--- config.mk ---
export PLATFORM = sky130hd
export DESIGN_NAME = string_escape_decoder_top_flat
export DESIGN_NICKNAME = d
export VERILOG_FILES = /design/src/sed_pkg.sv /design/src/sed_if.sv /design/src/string_escape_decoder_top.sv /design/src/flat_wrapper.sv
export SDC_FILE = /design/constraint.sdc
export NUM_CORES = 1
export LEC_CHECK = 0
export ABC_AREA = 1
export BUFFER_PORTS_ARGS = -buffer_cell sky130_fd_sc_hd__buf_2
export CAP_MARGIN = 20
export CORE_AREA = 2 2 83 85
export CTS_BUF_LIST = sky130_fd_sc_hd__clkbuf_8
export DETAILED_ROUTE_END_ITERATION = 8
export DIE_AREA = 0 0 85 87
export GPL_ROUTABILITY_DRIVEN = 0
export PLACE_DENSITY = 0.84
export SLEW_MARGIN = 20
export SYNTH_ARGS = -nofsm -noshare
export SYNTH_HDL_FRONTEND = slang
export SYNTH_SLANG_ARGS = --single-unit
--- constraint.sdc ---
create_clock -name clk -period 6.1 [get_ports clk]
set_input_delay 1.22 -clock clk [delete_from_list [all_inputs] [get_ports clk]]
set_output_delay 1.22 -clock clk [all_outputs]
set_load 0.005 [all_outputs]
--- src/sed_pkg.sv ---
package sed_pkg;

  localparam int ByteW  = 8;
  localparam int QDepth = 3;
  localparam int CntW   = $clog2(QDepth + 1);

  typedef enum logic [1:0] {
    WARN_NONE     = 2'd0,
    WARN_OVERFLOW = 2'd1,
    WARN_UNKNOWN  = 2'd2
  } warn_t;

  typedef struct packed {
    logic [ByteW-1:0] out_byte;
    logic             has_byte;
    warn_t            warn_code;
    logic             end_of_string;
  } result_t;

  localparam logic [ByteW-1:0] CH_BSLASH  = 8'h5C;
  localparam logic [ByteW-1:0] CH_SQUOTE  = 8'h27;
  localparam logic [ByteW-1:0] CH_DQUOTE  = 8'h22;
  localparam logic [ByteW-1:0] CH_NEWLINE = 8'h0A;
  localparam logic [ByteW-1:0] CH_LBRACE  = 8'h7B;
  localparam logic [ByteW-1:0] CH_LOW_A   = 8'h61;
  localparam logic [ByteW-1:0] CH_LOW_B   = 8'h62;
  localparam logic [ByteW-1:0] CH_LOW_F   = 8'h66;
  localparam logic [ByteW-1:0] CH_LOW_N   = 8'h6E;
  localparam logic [ByteW-1:0] CH_LOW_R   = 8'h72;
  localparam logic [ByteW-1:0] CH_LOW_T   = 8'h74;
  localparam logic [ByteW-1:0] CH_LOW_V   = 8'h76;
  localparam logic [ByteW-1:0] CH_LOW_X   = 8'h78;

  localparam logic [ByteW-1:0] CTL_BEL = 8'h07;
  localparam logic [ByteW-1:0] CTL_BS  = 8'h08;
  localparam logic [ByteW-1:0] CTL_FF  = 8'h0C;
  localparam logic [ByteW-1:0] CTL_LF  = 8'h0A;
  localparam logic [ByteW-1:0] CTL_CR  = 8'h0D;
  localparam logic [ByteW-1:0] CTL_HT  = 8'h09;
  localparam logic [ByteW-1:0] CTL_VT  = 8'h0B;

endpackage

--- src/sed_if.sv ---
interface sed_in_if;
  import sed_pkg::*;

  logic             valid;
  logic             ready;
  logic [ByteW-1:0] in_byte;
  logic             final_byte;

  modport source (output valid, in_byte, final_byte, input ready);
  modport sink   (input valid, in_byte, final_byte, output ready);
endinterface

interface sed_out_if;
  import sed_pkg::*;

  logic             valid;
  logic             ready;
  logic [ByteW-1:0] out_byte;
  logic             has_byte;
  warn_t            warn_code;
  logic             end_of_string;

  modport source (output valid, out_byte, has_byte, warn_code, end_of_string, input ready);
  modport sink   (input valid, out_byte, has_byte, warn_code, end_of_string, output ready);
endinterface

--- src/string_escape_decoder_top.sv ---
// String literal escape decoder.
// in_ch takes one raw byte of a string body per request, with final_byte set
// on its last byte. out_ch gives decoded bytes; has_byte is low for an end
// marker or a dropped unknown escape, warn_code flags numeric overflow or an
// unknown escape, and end_of_string marks the last result of the final byte.
// One input byte gives zero, one or two results.
// A result is registered into the result queue when its input is taken.
// Throughput: one input byte per cycle while in_ch.ready is high. Each byte is
// decoded combinationally from the decoder state into a three-entry result
// queue; in_ch.ready is high while at most one result is waiting, so a byte
// that makes two results holds input until one of them has left the queue,
// even while the receiver drains. When out_ch stalls, results hold in the
// queue and input stops once two are pending.
// Reset (synchronous, rst_n low) empties the queue and returns the decoder
// to plain mode with a cleared accumulator and overflow flag. The state is
// also cleared after every final byte.
module string_escape_decoder_top (
  input  logic              clk,
  input  logic              rst_n,
  sed_in_if.sink            in_ch,
  sed_out_if.source         out_ch
);
  import sed_pkg::*;

  typedef enum logic [1:0] {
    MODE_PLAIN = 2'd0,
    MODE_ESC   = 2'd1,
    MODE_OCT   = 2'd2,
    MODE_HEX   = 2'd3
  } mode_t;

  mode_t            mode_r, mode_nxt;
  logic [ByteW-1:0] acc_r, acc_nxt;
  logic             ovf_r, ovf_nxt;

  result_t          q_r [QDepth];
  result_t          q_nxt [QDepth];
  logic [CntW-1:0]  cnt_r, cnt_nxt;

  result_t          res [2];
  logic [1:0]       n_res;
  logic             taken;
  logic [ByteW-1:0] c;
  logic             is_oct;
  logic             is_hex;
  logic [3:0]       hex_d;
  logic [ByteW-1:0] esc_v;
  logic             esc_simple;

  logic             push;
  logic             pop;
  logic [CntW-1:0]  base;

  assign c = in_ch.in_byte;

  assign is_oct = (c >= 8'h30) && (c <= 8'h37);

  always_comb begin
    is_hex = 1'b1;
    hex_d  = c[3:0];
    if ((c >= 8'h30) && (c <= 8'h39)) begin
      hex_d = c[3:0];
    end else if (((c >= 8'h61) && (c <= 8'h66)) || ((c >= 8'h41) && (c <= 8'h46))) begin
      hex_d = c[3:0] + 4'd9;
    end else begin
      is_hex = 1'b0;
    end
  end

  always_comb begin
    esc_simple = 1'b1;
    esc_v      = c;
    unique case (c)
      CH_LOW_A:   esc_v = CTL_BEL;
      CH_LOW_B:   esc_v = CTL_BS;
      CH_LOW_F:   esc_v = CTL_FF;
      CH_LOW_N:   esc_v = CTL_LF;
      CH_LOW_R:   esc_v = CTL_CR;
      CH_LOW_T:   esc_v = CTL_HT;
      CH_LOW_V:   esc_v = CTL_VT;
      CH_BSLASH:  esc_v = CH_BSLASH;
      CH_SQUOTE:  esc_v = CH_SQUOTE;
      CH_DQUOTE:  esc_v = CH_DQUOTE;
      default:    esc_simple = 1'b0;
    endcase
  end

  always_comb begin
    mode_nxt = mode_r;
    acc_nxt  = acc_r;
    ovf_nxt  = ovf_r;
    taken    = 1'b0;
    n_res    = 2'd0;
    res[0]   = '{out_byte: '0, has_byte: 1'b0, warn_code: WARN_NONE, end_of_string: 1'b0};
    res[1]   = res[0];

    if (mode_r == MODE_OCT || mode_r == MODE_HEX) begin
      if (mode_r == MODE_OCT && is_oct) begin
        ovf_nxt = ovf_r | (acc_r >= 8'd32);
        acc_nxt = {acc_r[4:0], c[2:0]};
        taken   = 1'b1;
      end else if (mode_r == MODE_HEX && is_hex) begin
        ovf_nxt = ovf_r | (acc_r >= 8'd16);
        acc_nxt = {acc_r[3:0], hex_d};
        taken   = 1'b1;
      end else begin
        res[0].out_byte  = acc_r;
        res[0].has_byte  = 1'b1;
        res[0].warn_code = ovf_r ? WARN_OVERFLOW : WARN_NONE;
        n_res    = 2'd1;
        mode_nxt = MODE_PLAIN;
        acc_nxt  = '0;
        ovf_nxt  = 1'b0;
      end
    end

    if (!taken) begin
      if (mode_nxt == MODE_ESC) begin
        mode_nxt = MODE_PLAIN;
        if (esc_simple) begin
          res[0].out_byte = esc_v;
          res[0].has_byte = 1'b1;
          n_res = 2'd1;
        end else if (c == CH_NEWLINE) begin
          n_res = 2'd0;
        end else if (c == CH_LBRACE) begin
          res[0].out_byte = CH_BSLASH;
          res[0].has_byte = 1'b1;
          res[1].out_byte = CH_LBRACE;
          res[1].has_byte = 1'b1;
          n_res = 2'd2;
        end else if (c == CH_LOW_X) begin
          mode_nxt = MODE_HEX;
          acc_nxt  = '0;
          ovf_nxt  = 1'b0;
        end else if (is_oct) begin
          mode_nxt = MODE_OCT;
          acc_nxt  = {5'd0, c[2:0]};
          ovf_nxt  = 1'b0;
        end else begin
          res[0].warn_code = WARN_UNKNOWN;
          n_res = 2'd1;
        end
      end else if (c == CH_BSLASH) begin
        mode_nxt = MODE_ESC;
      end else begin
        res[n_res[0]].out_byte = c;
        res[n_res[0]].has_byte = 1'b1;
        n_res = n_res + 2'd1;
      end
    end

    if (in_ch.final_byte) begin
      if (n_res < 2'd2) begin
        if (mode_nxt == MODE_OCT || mode_nxt == MODE_HEX) begin
          res[n_res[0]].out_byte  = acc_nxt;
          res[n_res[0]].has_byte  = 1'b1;
          res[n_res[0]].warn_code = ovf_nxt ? WARN_OVERFLOW : WARN_NONE;
          n_res = n_res + 2'd1;
        end else if (mode_nxt == MODE_ESC) begin
          res[n_res[0]].warn_code = WARN_UNKNOWN;
          n_res = n_res + 2'd1;
        end
      end
      if (n_res == 2'd0) begin
        n_res = 2'd1;
      end
      res[n_res[1]].end_of_string = 1'b1;
      mode_nxt = MODE_PLAIN;
      acc_nxt  = '0;
      ovf_nxt  = 1'b0;
    end
  end

  assign in_ch.ready  = (cnt_r <= CntW'(1));
  assign push         = in_ch.valid && in_ch.ready;
  assign out_ch.valid = (cnt_r != '0);
  assign pop          = out_ch.valid && out_ch.ready;
  assign base         = cnt_r - CntW'(pop);

  assign out_ch.out_byte      = q_r[0].out_byte;
  assign out_ch.has_byte      = q_r[0].has_byte;
  assign out_ch.warn_code     = q_r[0].warn_code;
  assign out_ch.end_of_string = q_r[0].end_of_string;

  always_comb begin
    for (int i = 0; i < QDepth; i++) begin
      if (pop && i < QDepth - 1) begin
        q_nxt[i] = q_r[i + 1];
      end else begin
        q_nxt[i] = q_r[i];
      end
      if (push && (CntW'(i) == base) && (n_res != 2'd0)) begin
        q_nxt[i] = res[0];
      end
      if (push && (CntW'(i) == base + CntW'(1)) && (n_res == 2'd2)) begin
        q_nxt[i] = res[1];
      end
    end
    cnt_nxt = base + (push ? CntW'(n_res) : '0);
  end

  always_ff @(posedge clk) begin
    if (!rst_n) begin
      cnt_r  <= '0;
      mode_r <= MODE_PLAIN;
      acc_r  <= '0;
      ovf_r  <= 1'b0;
    end else begin
      cnt_r <= cnt_nxt;
      if (push) begin
        mode_r <= mode_nxt;
        acc_r  <= acc_nxt;
        ovf_r  <= ovf_nxt;
      end
    end
  end

  always_ff @(posedge clk) begin
    for (int i = 0; i < QDepth; i++) begin
      q_r[i] <= q_nxt[i];
    end
  end

endmodule
--- src/flat_wrapper.sv ---
// flat-port wrapper written by rule: the top's interface ports become plain ports
module string_escape_decoder_top_flat import sed_pkg::*;
  (clk, rst_n, in_ch_valid, in_ch_in_byte, in_ch_final_byte, in_ch_ready, out_ch_valid, out_ch_out_byte, out_ch_has_byte, out_ch_warn_code, out_ch_end_of_string, out_ch_ready);
  sed_in_if in_ch_i ();
  sed_out_if out_ch_i ();
  input  logic clk;
  input  logic rst_n;
  input wire logic [$bits(in_ch_i.valid)-1:0] in_ch_valid;
  input wire logic [$bits(in_ch_i.in_byte)-1:0] in_ch_in_byte;
  input wire logic [$bits(in_ch_i.final_byte)-1:0] in_ch_final_byte;
  output wire logic [$bits(in_ch_i.ready)-1:0] in_ch_ready;
  output wire logic [$bits(out_ch_i.valid)-1:0] out_ch_valid;
  output wire logic [$bits(out_ch_i.out_byte)-1:0] out_ch_out_byte;
  output wire logic [$bits(out_ch_i.has_byte)-1:0] out_ch_has_byte;
  output wire logic [$bits(out_ch_i.warn_code)-1:0] out_ch_warn_code;
  output wire logic [$bits(out_ch_i.end_of_string)-1:0] out_ch_end_of_string;
  input wire logic [$bits(out_ch_i.ready)-1:0] out_ch_ready;
  assign in_ch_i.valid = in_ch_valid;
  assign in_ch_i.in_byte = in_ch_in_byte;
  assign in_ch_i.final_byte = in_ch_final_byte;
  assign in_ch_ready = in_ch_i.ready;
  assign out_ch_valid = out_ch_i.valid;
  assign out_ch_out_byte = out_ch_i.out_byte;
  assign out_ch_has_byte = out_ch_i.has_byte;
  assign out_ch_warn_code = out_ch_i.warn_code;
  assign out_ch_end_of_string = out_ch_i.end_of_string;
  assign out_ch_i.ready = out_ch_ready;
  string_escape_decoder_top u_core (.clk(clk), .rst_n(rst_n), .in_ch(in_ch_i), .out_ch(out_ch_i));
endmodule
After elaboration in Yosys (flattened, before gate mapping)
Memory sizes are Yosys's and may differ from the RTL's.
Cells that the tools add are included.
W data, S select, Z words.
Cells by class
  add/sub/neg operators: 6
  $lt $le $gt $ge: 17
  equal/unequal tests: 24
  multiplexer cells: 115
  bitwise gates (word level): 5
  reduce and logical (&&, ||, !) cells: 32
Operator list (number)
  $bwmux W24: 7
  $mux W24: 7
  $mux W12: 10
  $mux W8: 12
  $eq A8 B7 Y1 const B: 10
  $pmux W8 S10: 1
  $demux W12 S1: 6
  $mux W2: 34
  $mux W11: 5
  $mux W9: 5
  $logic_and A1 B1 Y1: 23
  $mux W1: 22
  $eq A8 B6 Y1 const B: 2
  $ge A8 B6 Y1 const B: 2
  $ge A8 B7 Y1 const B: 2
  $le A8 B6 Y1 const B: 2
  $le A8 B7 Y1 const B: 2
  $mux W4: 4
  $eq A2 B2 Y1 const B: 5
  $reduce_or A10 Y1: 1
  $eq A8 B4 Y1 const B: 1
  $ge A8 B5 Y1 const B: 1
  $add A2 B1 Y2 const B: 3
  $ge A2 B2 Y1 const B: 3
  other kinds (15): 29
Word-level totals
  flip-flop bits (word level): 13
  RAM bits: 36
  input bits: 13
  output and inout bits: 14
  word-level logic and storage cells: 204
  memories: 1
Memories
  u_core.q_r: words 3, bits a word 12, read ports 3, clocked after memory_dff 0, wr ports 3, RTL line string_escape_decoder_top.sv:36  | result_t q_r [QDepth];

Depth between registers and ports, before layout
Gate-level depths: netlist of run 1.
  depth in word-level cells: 33
  depth in mapped cells: 28
  gate-level depth less buffers: 27

Worst setup path before layout of run 1
OpenSTA, ideal clock, no wires.
  kind: in2reg
  start: in in_ch_in_byte[0]
  end: mem u_core.q_r[0][12] (netlist bit), enable pin
  setup time: 361 ps
  data arrival time: 4075 ps
  path slack: 1664 ps
  stages on the path: 20
  buffers on the path: 2
  cells stage by stage: inv_1 -> ha_1 -> nand3b_1 -> nand3_4 -> nand2_2 -> nand2_4 -> nand3_2 -> buf_2 -> inv_1 -> ha_1 -> inv_1 -> a21oi_2 -> nand2_2 -> inv_2 -> ha_1 -> or2_1 -> nand2_2 -> nand4_1 -> buf_4 -> nand3_1
RTL lines
  start: declaration: RTL line flat_wrapper.sv:9  | input wire logic [$bits(in_ch_i.in_byte)-1:0] in_ch_in_byte;
  end: declaration: RTL line string_escape_decoder_top.sv:36

==> flow_metrics.env, run 1 <==
export IMPL_yosysSeqAreaShare_pct=32.3
export IMPL_cts_setup_buffers=0
export IMPL_yosys_register_bits=49
export IMPL_cp_arrival_ns=4.90
export IMPL_via_count=4178
export IMPL_clockRootBuffer="clkbuf_8"
export IMPL_num_rows=30
export IMPL_yosysTopAreaCell="edfxtp_1"
export IMPL_finalHoldViolations=0
export IMPL_p_per_area_mw_per_mm2=278
export IMPL_cts_max_level=2
export IMPL_max_slew_margin_rel_pct=51.8
export IMPL_dpl_worst_slack_ns=0.898
export IMPL_rsz0062_at_grt="no"
export IMPL_met2_usage_pct=52.1
export IMPL_ys_flop_type="edfxtp_1"
export IMPL_clock_skew_ns=0.00866
export IMPL_use_met1_pct=40.2
export IMPL_dp_hpwl_um=8830
export IMPL_syn_num_nets=646
export IMPL_ir_worst_vdd_mv=0.189
export IMPL_fmax_ghz=0.202
export IMPL_grt_overflow=0
export IMPL_seqPwrFrac_pct=44.1
export IMPL_first_pass_iters=7
export IMPL_power_leakage_nw=2.15
export IMPL_p_sw_share_pct=39.2
export IMPL_die_area_sq_mm=0.00740
export IMPL_ys_warn_count=0
export IMPL_grt_max_degree=25
export IMPL_utilization_pct=65.4
export IMPL_grt_pass1_vias=3846
export IMPL_wl_per_cell_um=16.4
export IMPL_postRouteAntennaNets=0
export IMPL_path_class="in2reg"
export IMPL_syn_to_final_growth_pct=3.31
export IMPL_yosysTopAreaCellShare_pct=26.0
export IMPL_top_usage_layer="met2"
export IMPL_clock_sinks=49
export IMPL_nFillCells=620
export IMPL_portBuffers=26
export IMPL_routed_via_density=5.91
export IMPL_crit_path_max_fanout=13
export IMPL_final_nets=649
export IMPL_whs_ns=0.494
export IMPL_pwr_share_clk_pct=16.9
export IMPL_holdBufCountCts=0
export IMPL_start_kind="primary input"
export IMPL_die_h_um=87
export IMPL_worst_slack_ns=1.15
export IMPL_yosys_cell_types_count=43
export IMPL_start_util_pct=63.3
export IMPL_grt_pass1_wl_um=18500
export IMPL_antenna_found_initial=0
export IMPL_post_cts_resized=0
export IMPL_clk_latency_ns=0.31
export IMPL_final_setup_tns_ns=0
export IMPL_p_int_mw=0.724
export IMPL_drc=0
export IMPL_finalWirelength_um=11600
export IMPL_cap_violations=0
export IMPL_syn_area_per_cell_sq_um=6.67
export IMPL_post_route_period_util_pct=81.1
export IMPL_tightest_slew_ns=0.717
export IMPL_synth_area_top_cells="edfxtp_1 (26%), nand2_1 (17%), nand3_1 (10%)"
export IMPL_syn_inst=623
export IMPL_cts_tree="done"
export IMPL_synth_edf_count=36
export IMPL_ys_async_sr_fraction_pct=0
export IMPL_core_sq_mm=0.00657
export IMPL_setup_violations=0
export IMPL_grtUsageMet3_pct=6.64
export IMPL_power_switching_mw=0.468
export IMPL_grtUsageTotal_pct=31.8
export IMPL_pin_count=27
export IMPL_hold_path_class="reg2reg"
export IMPL_die_w_um=85
export IMPL_worst_setup_path_end_kind="flip-flop"
export IMPL_layout_drive_gt1_share_pct=13.1
export IMPL_cp_data_required_time_ns=6.05
export IMPL_combPwrFrac_pct=39.1
export IMPL_min_period_ns=4.95
export IMPL_cts_buffers=5
export IMPL_drt_iter0_markers=524
export IMPL_slew_violations=0
export IMPL_yosysMostFrequentCell="nand2_1"
export IMPL_clkTransAtPathRegs_ns=0.09
export IMPL_synth_common_cells="nand2_1 (185), nand3_1 (85), inv_1 (82)"
export IMPL_synth_area_sq_mm=0.00416
export IMPL_clock_path_buffers=2
export IMPL_status="finished clean"
export IMPL_diodes=0
sequential cells by signal, summed over array words and instances, names as in the netlist:
name	count
u_core.q_r	36
u_core.acc_r	8
u_core.cnt_r	2
u_core.mode_r	2
u_core.ovf_r	1
final timing paths:
| kind | from | depth (start not counted) | slack, ns | endpoint |
|---|---|---|---|---|
| worst max-delay path | in_ch_in_byte[1] | 19 | 1.15 | u_core.q_r[0][13] |
| worst min-delay path | u_core.ovf_r | 2 | 0.49 | u_core.ovf_r |
| worst max register to register | u_core.mode_r[0] | 12 | 1.96 | u_core.q_r[0][13] |
| worst min register to register | u_core.ovf_r | 2 | 0.49 | u_core.ovf_r |
cells by family (layout without fill, tap and decap cells):
| group | Yosys count | in the layout | share of synthesized area, % |
|---|---|---|---|
| AND/OR/NAND/NOR | 377 | 377 | 42.5 |
| adder cells (fa/ha/maj) | 10 | 10 | 3.01 |
| AO/OA/AOI/OAI | 62 | 62 | 8.49 |
| buffers and inverters | 123 | 127 | 13.3 |
| flip-flops | 49 | 49 | 32.3 |
| XOR/XNOR | 2 | 2 | 0.422 |
cell usage in the layout (no fill, tap or decap), drive strengths merged, types with 2 or more instances in the layout:
cell     synthesis  routed
nand2          199     199
buf             26      29
o211ai           6       6
nand3b           2       2
dfxtp           13      13
a21oi           31      31
clkbuf           7       5
edfxtp          36      36
o21ai           16      16
or2              4       4
nand3           93      93
ha              10      10
o21a             2       2
inv             90      92
nor2            57      57
nor3             8       8
nand4           12      12
o2111ai          3       3
layout make-up:
class                           instances  area (sq um)  share of cell area, %
Clock buffer                            5          68.8                   1.60
Inverter                               90           340                   7.93
Timing Repair Buffer                   29           153                   3.56
Sequential cell                        49          1340                   31.2
Clock inverter                          3          17.5                  0.408
Tap cell                               80           100                   2.33
Multi-Input combinational cell        451          2270                   52.9
critical path, stage by stage:
cell,delay [ns]
buf_2,0.14
inv_1,0.09
ha_1,0.25
nand3b_1,0.22
nand3_4,0.14
nand2_2,0.07
nand2_4,0.11
nand3_2,0.19
inv_1,0.17
ha_1,0.25
inv_1,0.10
a21oi_2,0.07
nand2_2,0.13
inv_2,0.07
ha_1,0.28
or2_1,0.24
nand2_2,0.12
nand4_1,0.45
nand3_1,0.60
power groups by stage:
stage          sequential (mW)  combinational [mW]  clock [mW]
6_report                 0.525               0.466       0.201
5_1_grt                  0.533               0.518       0.215
4_1_cts                  0.527               0.464       0.202
3_5_place_dp             0.535               0.462           0
3_3_place_gp             0.532               0.443           0
2_1_floorplan            0.521               0.360           0
stage by stage:
step                area [sq um]  power [mW]  cells
finish                      4290        1.19    707
detailed placement          4210       0.997    699
floorplan                   4160       0.881    623
global placement            4210       0.975    699
global route                4290        1.27    707
CTS                         4290        1.19    707
routing by layer:
| metal | vias to the layer above | part of all wire [%] |
|---|---|---|
| met4 | 0 | 4.2 |
| li1 | 2016 | - |
| met3 | 54 | 11 |
| met2 | 258 | 46 |
| met1 | 1850 | 39 |
| met5 | - | 0 |
Power figures use the tool's default switching activity.
==> inputs of run 2 (changes only) <==
--- a/config.mk
+++ b/config.mk
@@ -8,12 +8,12 @@
 export ABC_AREA = 1
 export BUFFER_PORTS_ARGS = -buffer_cell sky130_fd_sc_hd__buf_2
 export CAP_MARGIN = 20
-export CORE_AREA = 2 2 83 85
+export CORE_AREA = 2 2 84 86
 export CTS_BUF_LIST = sky130_fd_sc_hd__clkbuf_8
 export DETAILED_ROUTE_END_ITERATION = 8
-export DIE_AREA = 0 0 85 87
+export DIE_AREA = 0 0 86 88
 export GPL_ROUTABILITY_DRIVEN = 0
-export PLACE_DENSITY = 0.84
+export PLACE_DENSITY = 0.82
 export SLEW_MARGIN = 20
 export SYNTH_ARGS = -nofsm -noshare
 export SYNTH_HDL_FRONTEND = slang
==> constraint.sdc (replaced) <==
create_clock -name clk -period 4.92 [get_ports clk]
set_input_delay 0.984 -clock clk [delete_from_list [all_inputs] [get_ports clk]]
set_output_delay 0.984 -clock clk [all_outputs]
set_load 0.005 [all_outputs]
==> run 2 against run 1 <==
  * Via count is 1.6% lower
  * Utilization grew 0.71 points
  * Clock skew is 0.0054 ns lower
  * Sequential cell count is the same
  * First-iteration DRC count shrank 33%
  * Combinational power increased by 20%
==> flow_metrics.env, run 2 (same netlist as run 1, synthesis figures left out) <==
export IMPL_min_period_ns=4.25
export IMPL_die_w_um=86
export IMPL_pwr_share_clk_pct=22.3
export IMPL_stdcell_count=713
export IMPL_slew_violations=0
export IMPL_post_cts_resized=0
export IMPL_grtUsageTotal_pct=27.8
export IMPL_cts_setup_buffers=0
export IMPL_cp_arrival_ns=4.20
export IMPL_status="finished clean"
export IMPL_seqPwrFrac_pct=41.5
export IMPL_cts_tree="done"
export IMPL_crit_path_cell_trace="buf_2 > inv_1 > ha_1 > nand3b_1 > nand3_4 > nand2_2 > nand2_4 > nand3_2 > inv_1 > ha_1 > inv_1 > a21oi_2 > nand2_2 > inv_2 > ha_1 > or2_1 > nand2_2 > nand2_4 > nor2_8 > nand2_2 > nand2_1"
export IMPL_drt_iter0_markers=352
export IMPL_tightest_slew_ns=0.743
export IMPL_holdBufCountCts=0
export IMPL_placed_cell_area_sq_mm=0.00425
export IMPL_postRouteAntennaNets=0
export IMPL_fmax_ghz=0.235
export IMPL_final_setup_tns_ns=0
export IMPL_routed_via_density=5.77
export IMPL_diodes=0
export IMPL_max_slew_margin_rel_pct=50.4
export IMPL_slowest_delay_ns=0.42
export IMPL_via_count=4113
export IMPL_utilization_pct=66.1
export IMPL_grt_overflow=0
export IMPL_layout_drive_gt1_share_pct=14.1
export IMPL_start_util_pct=62.5
export IMPL_portBuffers=26
export IMPL_path_class="in2reg"
export IMPL_p_int_mw=1.01
export IMPL_reg_top3="u_core.q_r x36, u_core.acc_r x8"
export IMPL_largest_register="u_core.q_r"
export IMPL_p_total_mw=1.54
export IMPL_grt_max_degree=24
export IMPL_clock_skew_ns=0.00328
export IMPL_first_pass_iters=6
export IMPL_critical_path_slowest_cell="nand2_1"
export IMPL_die_area_sq_mm=0.00757
export IMPL_num_rows=30
export IMPL_dpl_worst_slack_ns=0.405
export IMPL_finalHoldViolations=0
export IMPL_seq_area_sq_mm=0.00134
export IMPL_crit_path_max_fanout=12
export IMPL_worst_slack_ns=0.670
export IMPL_worst_setup_path_end_kind="flip-flop"
export IMPL_p_per_area_mw_per_mm2=352
export IMPL_grt_pass1_wl_um=16900
export IMPL_cp_data_required_time_ns=4.88
export IMPL_power_leakage_nw=2.20
export IMPL_combPwrFrac_pct=36.1
export IMPL_cts_max_level=2
export IMPL_start_kind="primary input"
export IMPL_placed_cells=705
export IMPL_p_sw_share_pct=34.4
export IMPL_multi_input_area_sq_mm=0.00227
export IMPL_clockRootBuffer="clkbuf_8"
export IMPL_syn_to_final_growth_pct=5.63
export IMPL_layout_common_cells="nand2_1 (185), nand3_1 (85), inv_1 (82)"
export IMPL_final_nets=655
export IMPL_clock_sinks=49
export IMPL_clock_path_buffers=2
export IMPL_hold_path_class="reg2reg"
export IMPL_pin_count=27
export IMPL_whs_ns=0.490
export IMPL_cts_buffers=5
export IMPL_die_h_um=88
export IMPL_core_sq_mm=0.00664
export IMPL_post_route_period_util_pct=86.4
export IMPL_nFillCells=555
export IMPL_clkTransAtPathRegs_ns=0.09
export IMPL_grt_pass1_vias=3747
export IMPL_final_common_cell="nand2_1"
export IMPL_rsz0062_at_grt="no"
export IMPL_drc=0
export IMPL_ir_worst_vdd_mv=0.125
export IMPL_antenna_found_initial=0
export IMPL_clk_latency_ns=0.31
export IMPL_final_area_sq_mm=0.00439
export IMPL_dp_hpwl_um=7810
export IMPL_largest_reg_flops=36
export IMPL_power_switching_mw=0.532
export IMPL_finalWirelength_um=10100
export IMPL_crit_top_cell="nand2_2"
export IMPL_cap_violations=0
export IMPL_wl_per_cell_um=14.2
export IMPL_setup_violations=0
## run 2: worst max-delay path: cells and delay by family
family,cells,cell delay [ns]
fa+ha+maj,3,0.76
buf+inv,5,0.55
compound gates,1,0.07
simple gates,12,1.83
## run 2: power groups by stage
stage	clock (mW)	combinational [mW]	sequential, mW
after floorplan	0	0.446	0.646
after global placement	0	0.541	0.648
after detailed placement	0	0.556	0.652
after CTS	0.351	0.558	0.643
after global routing	0.368	0.636	0.655
final	0.345	0.558	0.641
## run 2: final timing paths
kind	start	endpoint	slack, ns	depth (start not counted)
worst max register to register	u_core.mode_r[1]	u_core.q_r[0][31]	0.99	13
worst min register to register	u_core.ovf_r	u_core.ovf_r	0.49	2
worst min-delay path	u_core.ovf_r	u_core.ovf_r	0.49	2
worst max-delay path	in_ch_in_byte[1]	u_core.q_r[0][31]	0.67	21
## run 2: routing by layer
metal / wire length [um] / GRT usage (%)
met1: 4000 / 34.8
met3: 994 / 5.00
met2: 4890 / 48.5
met5: 0 / 0
met4: 250 / 9.38
## run 2: final cells by class
type                    instances  share of cell area (%)
clock buffers                   5                    1.57
flip-flops and latches         49                    30.6
well taps                      80                    2.28
inverters                      90                    7.75
multi-input cells             451                    51.8
clock inverters                 3                    1.57
repair buffers                 35                    4.50
==> inputs of run 3 (changes only) <==
--- a/config.mk
+++ b/config.mk
@@ -7,13 +7,12 @@
 export LEC_CHECK = 0
 export ABC_AREA = 1
 export BUFFER_PORTS_ARGS = -buffer_cell sky130_fd_sc_hd__buf_2
-export CAP_MARGIN = 20
-export CORE_AREA = 2 2 84 86
+export CORE_AREA = 2 2 89 91
 export CTS_BUF_LIST = sky130_fd_sc_hd__clkbuf_8
 export DETAILED_ROUTE_END_ITERATION = 8
-export DIE_AREA = 0 0 86 88
+export DIE_AREA = 0 0 91 93
 export GPL_ROUTABILITY_DRIVEN = 0
-export PLACE_DENSITY = 0.82
+export PLACE_DENSITY = 0.77
 export SLEW_MARGIN = 20
 export SYNTH_ARGS = -nofsm -noshare
 export SYNTH_HDL_FRONTEND = slang
==> constraint.sdc (replaced) <==
create_clock -name clk -period 3.45 [get_ports clk]
set_input_delay 0.69 -clock clk [delete_from_list [all_inputs] [get_ports clk]]
set_output_delay 0.69 -clock clk [all_outputs]
set_load 0.005 [all_outputs]
==> run 3 against run 2 <==
  * Register-to-register slack got worse by 0.50 ns
  * Clock power about the same
  * Clock skew increased by 0.0066 ns
==> flow_metrics.env, run 3 (same netlist as run 1, synthesis figures left out) <==
export IMPL_placed_cells=768
export IMPL_clock_sinks=49
export IMPL_num_rows=32
export IMPL_die_area_sq_mm=0.00846
export IMPL_final_common_cell="nand2_1"
export IMPL_finalHoldViolations=0
export IMPL_cp_data_required_time_ns=3.67
export IMPL_drc=0
export IMPL_first_pass_iters=5
export IMPL_routed_via_density=5.48
export IMPL_slew_violations=0
export IMPL_hold_start="u_core.acc_r[3]"
export IMPL_grtUsageTotal_pct=26.3
export IMPL_grt_pass1_vias=4022
export IMPL_final_nets=698
export IMPL_grt_max_degree=24
export IMPL_clock_skew_ns=0.00986
export IMPL_max_slew_margin_rel_pct=55.3
export IMPL_holdBufCountCts=0
export IMPL_largest_reg_flops=36
export IMPL_diodes=0
export IMPL_die_w_um=91
export IMPL_cap_violations=0
export IMPL_clkTransAtPathRegs_ns=0.09
export IMPL_dp_hpwl_um=8430
export IMPL_critical_path_slowest_cell="ha_4"
export IMPL_power_leakage_nw=2.39
export IMPL_reg2reg_to="u_core.cnt_r[1]"
export IMPL_layout_common_cells="nand2_1 (184), nand3_1 (83), inv_1 (79)"
export IMPL_status="finished clean"
export IMPL_slowest_delay_ns=0.25
export IMPL_via_count=4263
export IMPL_setup_violations=0
export IMPL_start_util_pct=55.2
export IMPL_post_route_period_util_pct=94.6
export IMPL_p_total_mw=2.11
export IMPL_drt_iter0_markers=350
export IMPL_cts_buffers=5
export IMPL_grt_overflow=0
export IMPL_placed_cell_area_sq_mm=0.00472
export IMPL_hold_depth=2
export IMPL_finalWirelength_um=10500
export IMPL_wl_per_cell_um=13.5
export IMPL_reg_top3="u_core.q_r x36, u_core.acc_r x8"
export IMPL_stdcell_count=778
export IMPL_antenna_found_initial=0
export IMPL_cts_max_level=2
export IMPL_reg2reg_slack_ns=0.49
export IMPL_final_area_sq_mm=0.00483
export IMPL_portBuffers=26
export IMPL_cts_tree="done"
export IMPL_ir_worst_vdd_mv=0.193
export IMPL_cp_arrival_ns=3.48
export IMPL_clockRootBuffer="clkbuf_8"
export IMPL_rr_startpoint="u_core.mode_r[1]"
export IMPL_path_class="in2reg"
export IMPL_syn_to_final_growth_pct=16.2
export IMPL_postRouteAntennaNets=0
export IMPL_core_sq_mm=0.00753
export IMPL_whs_endpoint="u_core.acc_r[3]"
export IMPL_r2r_cells=22
export IMPL_grt_pass1_wl_um=18400
export IMPL_worst_setup_path_end_kind="flip-flop"
export IMPL_largest_register="u_core.q_r"
export IMPL_pin_count=27
export IMPL_crit_path_max_fanout=4
export IMPL_die_h_um=93
export IMPL_min_period_ns=3.26
export IMPL_clock_path_buffers=2
export IMPL_fmax_ghz=0.306
export IMPL_p_per_area_mw_per_mm2=437
export IMPL_clk_latency_ns=0.31
export IMPL_start_kind="primary input"
export IMPL_layout_drive_gt1_share_pct=21.3
export IMPL_hold_path_class="reg2reg"
export IMPL_tightest_slew_ns=0.668
==> run 3: cell count changes in the layout (fill, tap and decap cells not counted), sizes merged <==
| cell | delta |
|---|---|
| inv | -1 |
| bufinv | -2 |
| buf | +43 |
| clkinvlp | +3 |
==> run 3: power breakdown <==
| group | switching (mW) | leakage, nW | internal [mW] | total (mW) |
|---|---|---|---|---|
| clock | 0.204 | 0.0416 | 0.140 | 0.344 |
| combinational | 0.537 | 1.91 | 0.323 | 0.859 |
| sequential | 0.0333 | 0.437 | 0.875 | 0.908 |
==> run 3: cell type report <==
class	instances	area, sq um
flip-flops and latches	49	1340
well taps	102	128
multi-input cells	451	2380
inverters	90	347
clock inverters	3	18.8
fillers	657	2700
repair buffers	78	546
clock buffers	5	68.8
==> run 3: how the worst max path moves through the flow <==
stage                                 from         endpoint  slack (ns)  depth (start not counted)
after floorplan           in_ch_in_byte[1]  u_core.cnt_r[1]       -0.12                         27
after global placement    in_ch_in_byte[1]  u_core.cnt_r[1]       -0.10                         27
after detailed placement  in_ch_in_byte[1]  u_core.cnt_r[1]       -0.21                         27
after CTS                 in_ch_in_byte[1]  u_core.cnt_r[1]        0.12                         27
after global routing      in_ch_in_byte[1]  u_core.cnt_r[1]      -0.009                         27
final                     in_ch_in_byte[1]  u_core.cnt_r[1]        0.19                         27
==> run 3: worst max-delay path: cells and delay by family <==
kind	cells	cell delay [ns]
AND/OR/NAND/NOR	14	1.22
adder cells (fa/ha/maj)	4	0.80
buffers and inverters	7	0.49
XOR/XNOR	1	0.14
AO/OA/AOI/OAI	1	0.12
==> run 3: per-stage QoR <==
stage	setup WS (ns)	hold WS [ns]	TNS (ns)	utilization, %
final	0.186	0.500	0	64.2
after global routing	-0.00853	0.525	-0.00853	64.2
after CTS	0.123	0.497	0	63.9
after detailed placement	-0.206	0.483	-3.89	62.7
after global placement	-0.103	0.471	-0.702	62.7
after floorplan	-0.124	0.458	-2.22	-
==> run 3: metal layers <==
layer | track usage [%] | wire, um | vias up
met5 | 0 | 0 | -
met4 | 7.95 | 149 | 0
met3 | 3.22 | 904 | 18
met2 | 46.2 | 5210 | 228
met1 | 34.0 | 4260 | 1904
li1 | - | - | 2113
==> run 3: what timing repair did <==
item / in CTS / in global routing
resized for setup: 0 / 1
setup endpoints to repair: 0 / 1
setup buffers: 0 / 2
